File: config.mk
export PLATFORM = sky130hd
export DESIGN_NAME = fpsd_span_seq
export DESIGN_NICKNAME = d
export VERILOG_FILES = /design/src/sv/fpsd_pkg.sv /design/src/sv/fpsd_span_seq.sv
export SDC_FILE = /design/constraint.sdc
export NUM_CORES = 1
export LEC_CHECK = 0
export ABC_AREA = 1
export BUFFER_PORTS_ARGS = -buffer_cell sky130_fd_sc_hd__buf_4
export CORE_UTILIZATION = 40
export CTS_BUF_LIST = sky130_fd_sc_hd__clkbuf_8
export DETAILED_ROUTE_END_ITERATION = 8
export PLACE_DENSITY = 0.63
export SLEW_MARGIN = 30
export SYNTH_ARGS = -nofsm -noshare
export SYNTH_HDL_FRONTEND = slang
export SYNTH_SLANG_ARGS = --single-unit
export TNS_END_PERCENT = 30
File: constraint.sdc
create_clock -name clock -period 10.3 [get_ports clock]
set_input_delay 2.06 -clock clock [delete_from_list [all_inputs] [get_ports clock]]
set_output_delay 2.06 -clock clock [all_outputs]
set_load 0.01 [all_outputs]
File: src/sv/fpsd_pkg.sv
// Shared types and constants of the fractional pixel span drawer.
package fpsd_pkg;

   localparam int DEFAULT_MAX_LEDS = 1024;

   localparam int NUM_LEDS_W = 11;
   localparam int FIX_W      = 19;
   localparam int COLOR_W    = 24;
   localparam int INDEX_W    = 10;
   localparam int PADDR_W    = 3;
   localparam int PDATA_W    = 32;

   localparam logic [NUM_LEDS_W-1:0] NUM_LEDS_RESET = 11'd1024;

   // Register map: one register, selected by bit 2 of the byte address.
   localparam logic REG_NUM_LEDS = 1'b0;

   localparam logic REQ_DRAW = 1'b0;
   localparam logic REQ_READ = 1'b1;

   typedef enum logic [1:0] {
      ST_OK        = 2'd0,
      ST_NARROW    = 2'd1,
      ST_BEYOND    = 2'd2,
      ST_BAD_INDEX = 2'd3
   } status_type;

   typedef struct packed {
      logic                  req_type;
      logic [FIX_W-1:0]      position;
      logic [FIX_W-1:0]      span_width;
      logic [COLOR_W-1:0]    color_rgb;
      logic [INDEX_W-1:0]    pixel_index;
   } req_payload_type;

   typedef struct packed {
      status_type            status;
      logic [COLOR_W-1:0]    pixel_rgb;
   } rsp_payload_type;

endpackage

File: src/sv/fpsd_span_seq.sv
// Request sequencer: clearing pass, checks, and one read-modify-write per covered pixel.
module fpsd_span_seq #(
   parameter int MAX_LEDS = fpsd_pkg::DEFAULT_MAX_LEDS,
   parameter int AW       = (MAX_LEDS > 1) ? $clog2(MAX_LEDS) : 1
) (
   input  logic                            clock,
   input  logic                            reset,
   input  logic [fpsd_pkg::NUM_LEDS_W-1:0] num_leds,
   input  logic                            req_valid,
   output logic                            req_stall,
   input  fpsd_pkg::req_payload_type       req_payload,
   output logic                            result_valid,
   input  logic                            result_take,
   output fpsd_pkg::rsp_payload_type       result,
   output logic                            wr_en,
   output logic [AW-1:0]                   wr_addr,
   output logic [fpsd_pkg::COLOR_W-1:0]    wr_data,
   output logic                            rd_en,
   output logic [AW-1:0]                   rd_addr,
   input  logic [fpsd_pkg::COLOR_W-1:0]    rd_data
);
   import fpsd_pkg::*;

   localparam int CUR_W = NUM_LEDS_W + 1;
   localparam logic [AW-1:0] LAST_ADDR = AW'(MAX_LEDS - 1);

   typedef enum logic [2:0] {
      S_CLEAR,
      S_IDLE,
      S_CHECK,
      S_PIX,
      S_WRITE,
      S_RDATA,
      S_DONE
   } state_type;

   // Fraction q (0..256) in 1/256 units: fade = 255*(256-q)/256, ch = ch*(256-fade)/256.
   function automatic logic [COLOR_W-1:0] scale_color(input logic [COLOR_W-1:0] color,
                                                      input logic [8:0] q);
      logic [16:0]        prod;
      logic [8:0]         mul;
      logic [16:0]        ch;
      logic [COLOR_W-1:0] r;
      prod = 17'(9'd256 - q) * 17'd255;
      mul  = 9'd256 - {1'b0, prod[15:8]};
      r    = '0;
      for (int i = 0; i < 3; i++) begin
         ch = 17'(color[8*i +: 8]) * 17'(mul);
         r[8*i +: 8] = ch[15:8];
      end
      return r;
   endfunction

   function automatic logic [COLOR_W-1:0] sat_add(input logic [COLOR_W-1:0] a,
                                                  input logic [COLOR_W-1:0] b);
      logic [8:0]         s;
      logic [COLOR_W-1:0] r;
      r = '0;
      for (int i = 0; i < 3; i++) begin
         s = {1'b0, a[8*i +: 8]} + {1'b0, b[8*i +: 8]};
         r[8*i +: 8] = s[8] ? 8'hFF : s[7:0];
      end
      return r;
   endfunction

   state_type            state_ff, state_in;
   logic [AW-1:0]        clr_addr_ff, clr_addr_in;
   req_payload_type      item_ff, item_in;
   logic [CUR_W-1:0]     cur_ff, cur_in;
   logic [FIX_W-1:0]     rem_ff, rem_in;
   logic                 head_ff, head_in;
   logic [COLOR_W-1:0]   add_color_ff, add_color_in;
   logic [AW-1:0]        wr_addr_ff, wr_addr_in;
   rsp_payload_type      result_ff, result_in;

   logic [NUM_LEDS_W-1:0] n;
   logic [FIX_W-1:0]      n256;
   logic [NUM_LEDS_W-1:0] ip;
   logic [7:0]            frac;
   logic [FIX_W:0]        diff;
   logic [FIX_W:0]        rem_clip;
   logic                  narrow, beyond, head_hit, idx_ok, cur_neg;
   logic [8:0]            q;
   logic [AW-1:0]         cur_addr;

   assign n        = (32'(num_leds) > MAX_LEDS) ? NUM_LEDS_W'(MAX_LEDS) : num_leds;
   assign n256     = {n, 8'd0};
   assign ip       = item_ff.position[FIX_W-1:8];
   assign frac     = item_ff.position[7:0];
   assign diff     = {1'b0, item_ff.position} - {1'b0, item_ff.span_width};
   assign rem_clip = {1'b0, item_ff.span_width} + {1'b0, n256} - {1'b0, item_ff.position};
   assign narrow   = (item_ff.span_width[FIX_W-1:8] == '0);
   assign beyond   = !diff[FIX_W] && (diff[FIX_W-1:0] > n256);
   assign head_hit = (ip < n);
   assign idx_ok   = ({1'b0, item_ff.pixel_index} < n);
   assign cur_neg  = cur_ff[CUR_W-1];
   assign cur_addr = AW'(cur_ff[CUR_W-2:0]);

   always_comb begin
      state_in     = state_ff;
      clr_addr_in  = clr_addr_ff;
      item_in      = item_ff;
      cur_in       = cur_ff;
      rem_in       = rem_ff;
      head_in      = head_ff;
      add_color_in = add_color_ff;
      wr_addr_in   = wr_addr_ff;
      result_in    = result_ff;
      rd_en        = 1'b0;
      rd_addr      = cur_addr;
      wr_en        = 1'b0;
      wr_addr      = wr_addr_ff;
      wr_data      = sat_add(rd_data, add_color_ff);
      q            = 9'd256;

      case (state_ff)
         S_CLEAR: begin
            wr_en       = 1'b1;
            wr_addr     = clr_addr_ff;
            wr_data     = '0;
            clr_addr_in = clr_addr_ff + AW'(1);
            if (clr_addr_ff == LAST_ADDR) begin
               state_in = S_IDLE;
            end
         end
         S_IDLE: begin
            if (req_valid) begin
               item_in  = req_payload;
               state_in = S_CHECK;
            end
         end
         S_CHECK: begin
            result_in.status    = ST_OK;
            result_in.pixel_rgb = '0;
            if (item_ff.req_type == REQ_READ) begin
               if (idx_ok) begin
                  rd_en    = 1'b1;
                  rd_addr  = AW'(item_ff.pixel_index);
                  state_in = S_RDATA;
               end else begin
                  result_in.status = ST_BAD_INDEX;
                  state_in         = S_DONE;
               end
            end else if (narrow) begin
               result_in.status = ST_NARROW;
               state_in         = S_DONE;
            end else if (beyond) begin
               result_in.status = ST_BEYOND;
               state_in         = S_DONE;
            end else begin
               head_in  = head_hit;
               if (head_hit) begin
                  cur_in = {1'b0, ip};
                  rem_in = item_ff.span_width - FIX_W'(frac);
               end else begin
                  // Edge lies past the strip: trim the overhang, start at the last pixel.
                  cur_in = {1'b0, n} - CUR_W'(1);
                  rem_in = rem_clip[FIX_W-1:0];
               end
               state_in = S_PIX;
            end
         end
         S_PIX: begin
            if (head_ff || (!cur_neg && rem_ff != '0)) begin
               if (head_ff) begin
                  q       = {1'b0, frac};
                  head_in = 1'b0;
               end else if (rem_ff[FIX_W-1:8] != '0) begin
                  q      = 9'd256;
                  rem_in = rem_ff - FIX_W'(256);
               end else begin
                  q      = rem_ff[8:0];
                  rem_in = '0;
               end
               rd_en        = 1'b1;
               rd_addr      = cur_addr;
               wr_addr_in   = cur_addr;
               add_color_in = scale_color(item_ff.color_rgb, q);
               cur_in       = cur_ff - CUR_W'(1);
               state_in     = S_WRITE;
            end else begin
               state_in = S_DONE;
            end
         end
         S_WRITE: begin
            wr_en    = 1'b1;
            state_in = S_PIX;
         end
         S_RDATA: begin
            result_in.pixel_rgb = rd_data;
            state_in            = S_DONE;
         end
         S_DONE: begin
            if (result_take) begin
               state_in = S_IDLE;
            end
         end
         default: begin
            state_in = S_IDLE;
         end
      endcase
   end

   always_ff @(posedge clock) begin
      if (reset) begin
         state_ff    <= S_CLEAR;
         clr_addr_ff <= '0;
         head_ff     <= 1'b0;
      end else begin
         state_ff     <= state_in;
         clr_addr_ff  <= clr_addr_in;
         item_ff      <= item_in;
         cur_ff       <= cur_in;
         rem_ff       <= rem_in;
         head_ff      <= head_in;
         add_color_ff <= add_color_in;
         wr_addr_ff   <= wr_addr_in;
         result_ff    <= result_in;
      end
   end

   assign req_stall    = (state_ff != S_IDLE);
   assign result_valid = (state_ff == S_DONE);
   assign result       = result_ff;

   a_write_follows_read: assert property (@(posedge clock) disable iff (reset)
      (state_ff == S_WRITE) |-> ($past(state_ff) == S_PIX && wr_addr == $past(rd_addr)))
      else $error("pixel write does not match the preceding read");

   a_pix_in_strip: assert property (@(posedge clock) disable iff (reset)
      (state_ff == S_PIX && rd_en) |-> (32'(rd_addr) < 32'(n)))
      else $error("span pixel outside the strip");

   a_clear_complete: assert property (@(posedge clock) disable iff (reset)
      (state_ff == S_IDLE && $past(state_ff) == S_CLEAR) |-> ($past(clr_addr_ff) == LAST_ADDR))
      else $error("clearing pass ended early");

   a_done_waits: assert property (@(posedge clock) disable iff (reset)
      (state_ff == S_DONE && !result_take) |=> (state_ff == S_DONE && $stable(result_ff)))
      else $error("result left before it was taken");

endmodule

== Yosys cells after proc, flatten, opt, wreduce, memory -nomap -nowiden ==
Index checks and enable logic that the tools add are counted.

* Logic and storage cells: 123
* Register bits: 178

* Magnitude comparators: 4
* Muxes and demuxes: 51
* Add/subtract/negate cells: 13
* Bitwise gates (word level): 1
* Eq/ne operators: 16
* Reduce and logical (&&, ||, !) cells: 20
* Multiply operators: 4

{| class="wikitable"
|+ Operators with widths
! kind !! count
|-
| 19-bit two-way mux || 7
|-
| 12-bit two-way mux || 5
|-
| 8-bit by 9-bit multiplier with 16-bit output || 3
|-
| 24-bit one-hot mux with 2 select lines || 1
|-
| 10-bit two-way mux || 4
|-
| 19-bit one-hot mux with 2 select lines || 1
|-
| 9-bit two-way mux || 4
|-
| 8-bit by 8-bit adder with 9-bit output || 3
|-
| 24-bit two-way mux || 1
|-
| 8-bit two-way mux || 3
|-
| 12-bit one-hot mux with 2 select lines || 1
|-
| 3-bit one-hot mux with 7 select lines || 1
|-
| 19-bit by 19-bit subtractor with 20-bit output || 1
|-
| 19-bit adder || 1
|-
| 19-bit > comparator || 1
|-
| 19-bit nonzero test || 1
|-
| 19-bit subtractor || 1
|-
| 19-bit by 8-bit subtractor with 19-bit output || 1
|-
| 19-bit by 9-bit subtractor with 19-bit output, second input constant || 1
|-
| 3-bit two-way mux || 6
|-
| 10-bit by 9-bit multiplier with 16-bit output, second input constant || 1
|-
| 2-bit != test, second input constant || 7
|-
| 2-bit two-way mux || 6
|-
| 11-bit by 1-bit subtractor with 12-bit output, second input constant || 1
|-
| 30 further kinds || 47
|}

== Longest topological paths before layout ==
* Depth in word-level cells: 9
* Gate-level depth with buffers: 58
* Mapped depth without buffers: 58

== Worst setup path before layout ==
Ideal clock, no wire load.

* Path kind: flip-flop to flip-flop
* Start point: reg rem_ff[8]
* End point: reg add_color_ff[7], data pin
* Library setup time: 0.252 ns
* Required time: 10.048 ns
* Path slack: 0.357 ns
* Cell stages (with the launch flop): 53
* Arrival time: 9.691 ns
* Period minus slack after synthesis: 9.943 ns
* Cell sequence: edfxtp_1 > inv_1 > ha_1 > nand2_1 > nor2_2 > nand2_1 > o22ai_1 > inv_1 > ha_1 > nand3_1 > nor2_1 > nand3_1 > xor2_1 > inv_1 > xor2_1 > inv_1 > ha_1 > fa_1 > [17 not listed] > buf_6 > nor2_1 > fa_1 > fa_1 > fa_1 > inv_1 > fa_1 > inv_1 > ha_1 > a21oi_1 > o21ai_0 > nand2_1 > and3_1 > inv_1 > a21oi_1 > inv_1 > nand2_1 > nand2_1

* Longest elaborated chain between the ends: 9

{| class="wikitable"
|+ Ends and longest elaborated chain
! what !! RTL line !! text
|-
| from (decl) || fpsd_span_seq.sv:70 || <nowiki>logic [FIX_W-1:0] rem_ff, rem_in;</nowiki>
|-
| from (signal assigned) || fpsd_span_seq.sv:214 || <nowiki>rem_ff <= rem_in;</nowiki>
|-
| 11-bit nonzero test || fpsd_span_seq.sv:168 || <nowiki>end else if (rem_ff[FIX_W-1:8] != '0) begin</nowiki>
|-
| 9-bit two-way mux (*) || fpsd_span_seq.sv:168 ||
|-
| 9-bit two-way mux (*) || fpsd_span_seq.sv:165 || <nowiki>if (head_ff) begin</nowiki>
|-
| 9-bit two-way mux (*) || fpsd_span_seq.sv:164 || <nowiki>if (head_ff || (!cur_neg && rem_ff != '0)) begin</nowiki>
|-
| 9-bit two-way mux (*) || fpsd_span_seq.sv:116 || <nowiki>case (state_ff)</nowiki>
|-
| 9-bit by 9-bit subtractor with 10-bit output (*) || fpsd_span_seq.sv:44 || <nowiki>prod = 17'(9'd256 - q) * 17'd255;</nowiki>
|-
| 10-bit by 9-bit multiplier with 16-bit output (*) || fpsd_span_seq.sv:44 ||
|-
| 9-bit by 8-bit subtractor with 9-bit output (*) || fpsd_span_seq.sv:45 || <nowiki>mul = 9'd256 - {1'b0, prod[15:8]};</nowiki>
|-
| 8-bit by 9-bit multiplier with 16-bit output (*) || fpsd_span_seq.sv:48 || <nowiki>ch = 17'(color[8*i +: 8]) * 17'(mul);</nowiki>
|-
| to (signal assigned) || fpsd_span_seq.sv:216 || <nowiki>add_color_ff <= add_color_in;</nowiki>
|-
| to (decl) || fpsd_span_seq.sv:72 || <nowiki>logic [COLOR_W-1:0] add_color_ff, add_color_in;</nowiki>
|}

Every way passes the cells marked *; elsewhere a longest branch is shown, timed or not. The select of a mux whose other input is x is not followed.
A chain may end at the register's enable or synchronous reset.

== Worst setup path after layout ==
* Start point: reg rem_ff[8]
* End point: reg add_color_ff[14], data pin

Same word-level chain as after synthesis.

==> summary.md <==
| Metric | Value |
|---|---|
| FFs w/ async S/R, synth | 0% |
| Synth Area in XOR/XNOR | ~5.4% |
| Cts hold-fix bufs | 0 |
| Reg2Reg Depth | 50 |
| Root Driver | clkbuf_8 |
| Die Ht | 229.3 um |
| Post-synth top area share | about a quarter |
| CP Data Required Time | around 11 ns |
| Tmin final | 9.882 ns |
| Cells after Synth | approximately 2,500 |
| DRT Wirelength | 57,090 um |
| Antenna violations before repair | 3 |
| Via Count | approximately 17,000 |
| Largest fanout on the critical path | 12 |
| CTS Buffer Depth | 2 |
| Nets@finish | around 3,200 |
| Critical-path top delay cell | fa_1 |
| Slew HR | between 40 and 50% |
| Placed instance area | 23,100 um^2 |
| Clock transition at path regs | between 0.1 and 0.15 ns |
| Via density | 5.061 |
| Layout cells sized above 1 | between 10% and 20% |
| Skew-Pair Late Insertion Delay | 0.60 ns |
| Final HPWL DP | between 40,000 and 50,000 um |
| Synth Area in Adders | a little under a third |
| TritonRoute pass-1 iters | 5 |
| Top cells by area, synth | edfxtp_1 24%, fa_1 17%, ha_1 14% |
| Vias in the first global route | roughly 17,000 |
| Fillers | just under 5,000 |
| CTS buffer count | 17 |
| Final setup violation count | 0 |
| CP Buf/Inv Count | 12 |
| Netlist cell types | 59 |
| Number of synthesized register bits | ~180 |
| Compound-Gate Fraction of Synth Area | a little under a tenth |
| Fin area | roughly 24,000 um^2 |
| Clock sink count | ~180 |
| Initial cell density of the core | about 41% |
| GP Congestion | 0.8991 |
| Top-count cell post-synth | inv_1 |
| Ys flop type | edfxtp_1 |
| Worst IR Drop VDD | around 85 uV |
| Slew @ Worst Pin | a little over 0.8 ns |
| Cell family with the largest share of critical-path delay | adder cells |
| Simple-gate area share of the yosys netlist | 18.25% |
| Worst Path Class, Setup | reg -> reg |
| Num rows | 82 |
| Commonest cells in the netlist | 529 x inv_1, 369 x nand2_1, 270 x nor2_1 |
| Largest family of logic cells by synthesized area | adder cells |
| Largest stage delay, worst path | about 0.54 ns |
| Clk_skew | a little over 0.03 ns |
| Seq. cell area | between 5000 and 6000 um^2 |
| Pin count of the biggest net entering global routing | 74 |
| Die Wd | ~230 um |
| I/O pin count | ~190 |
| Port Buffer Count | 185 |
| Mapped Area | around 21,000 um^2 |
| Drt wl/cell | around 17 um |
| Area Overhead vs Synth | 16.04% |
| Mux cell area share after synthesis | less than 1% |
| Hold Crit Depth | 0 |
| Setup TNS | 0 ns |
| Critical Path AT | a little over 10 ns |
| Worst hold path class | reg -> reg |
| Tot GR Track Use | 22.21% |
| DRC | 0 |
| Yosys top cell by area | edfxtp_1 |
| CTS tree | yes |
| Crit-path most repeated cell | inv_1 |
| Leakage | roughly 12 nW |
| Post-synth EDFFs | about 160 |
| PD cells | approximately 61 nW/um^2 |
| Syn Nets | 3,009 |
| Part of the cycle the worst path needs | 95.95% |
| CP startpoint kind | flop |
| # Max-Cap Violations | 0 |
| Status | completed |
| Footprint of the multi-input gates | 13,660 um^2 |
| Area of the core | about 50,000 um^2 |
| Hold slack | ~0.45 ns |
| Slew Limit Fails | 0 |
| Total of warnings raised by yosys | 0 |
| Peak Freq | just over 100 MHz |
| Final total power | 1.458 mW |
| H-tree depth | 4 |
| Detail Route Antenna Nets | 0 |
| Initial DRC count | roughly 1,100 |
| Sequential-to-total area share from yosys stat | 25.18% |
| Mapped Avg Cell Area | about 8.3 um^2 |
| Area of the die | between 50,000 and 60,000 um^2 |
| Critical path depth in cells | 50 |
| Gr ovfl total | 0 |
| First-pass GRT wire length | slightly above 90,000 um |
| Crit end category | flop |
| Fin. Hold Viols | 0 |
[final cells by class]
type	instances	area share (%)
multi-input cells	1739	56.94
clock inverters	15	0.7145
inverters	538	8.448
flip-flops and latches	178	21.69
well taps	672	3.505
clock buffers	17	0.9752
diodes	2	0.02086
repair buffers	243	7.703
[path summary, 6_finish.rpt]
| path | start | end | slack [ns] |
|---|---|---|---|
| worst max register to register | rem_ff[8]$_DFFE_PP_ | add_color_ff[14]$_DFFE_PP_ | 0.42 |
| worst min-delay path | cur_ff[8]$_DFFE_PP_ | wr_addr_ff[8]$_DFFE_PP_ | 0.45 |
| worst min register to register | cur_ff[8]$_DFFE_PP_ | wr_addr_ff[8]$_DFFE_PP_ | 0.45 |
| worst max-delay path | rem_ff[8]$_DFFE_PP_ | add_color_ff[14]$_DFFE_PP_ | 0.42 |
[through the flow]
stage,std cells,utilization (%),setup WS (ns)
after floorplan,2490,-,0.3568
after global placement,3354,45.59,0.1654
after detailed placement,3355,45.66,-0.07748
after CTS,3389,46.53,0.002411
after global routing,3403,47.43,-0.2720
final,3404,47.43,0.4177
[what timing repair did]
action,CTS,global route
gates resized for setup,3,72
cloned,0,0
endpoints found under the hold margin,0,0
pin swaps,0,17
setup endpoints to repair,14,24
setup buffers,2,13
[kinds of logic after synthesis]
group,after synthesis
adder cells (fa/ha/maj),407
AO/OA/AOI/OAI,346
multiplexers,1
flip-flops,178
AND/OR/NAND/NOR,861
buffers and inverters,573
XOR/XNOR,124
[power breakdown]
group	switching [mW]	total (mW)	internal [mW]
registers	0.000820	0.786	0.785
logic	0.0802	0.146	0.0659
clock network	0.340	0.526	0.186
total	0.421	1.46	1.04
[cell usage in the layout (no fill, tap or decap), types with 7 or more instances in the layout]
cell	n
inv_1	526
nand2_1	363
nor2_1	258
buf_4	241
ha_1	218
fa_1	179
edfxtp_1	164
a21oi_1	139
o21ai_0	109
xor2_1	88
nand3_1	68
nor2_2	31
nor3_1	31
xnor2_1	26
nand2_2	23
nand4_1	23
clkbuf_8	17
a31oi_1	15
a211oi_1	14
dfxtp_1	14
nor4_1	13
o211ai_1	13
nor2_4	11
a21o_1	10
inv_2	8
or2_2	8
nand3_2	7
a21oi_2	7
ha_4	7
[sequential cells by signal, summed over array words and instances, names as in the netlist]
name and count:
cur_ff 12, ip 11, frac 8, result 26, rem_ff 19, clr_addr_ff 10, head_ff 1, add_color_ff 24
item_ff 54, wr_addr_ff 10, state_ff 3
[layer usage]
metal | global-route usage, % | wire [um] | vias to the layer above
met5 | 0 | 0 | -
li1 | - | - | 8411
met4 | 6.396 | 984 | 0
met3 | 3.125 | 3114 | 61
met1 | 31.51 | 27160 | 8247
met2 | 35.12 | 25830 | 510
No activity file was read; power rests on OpenSTA's default activity.
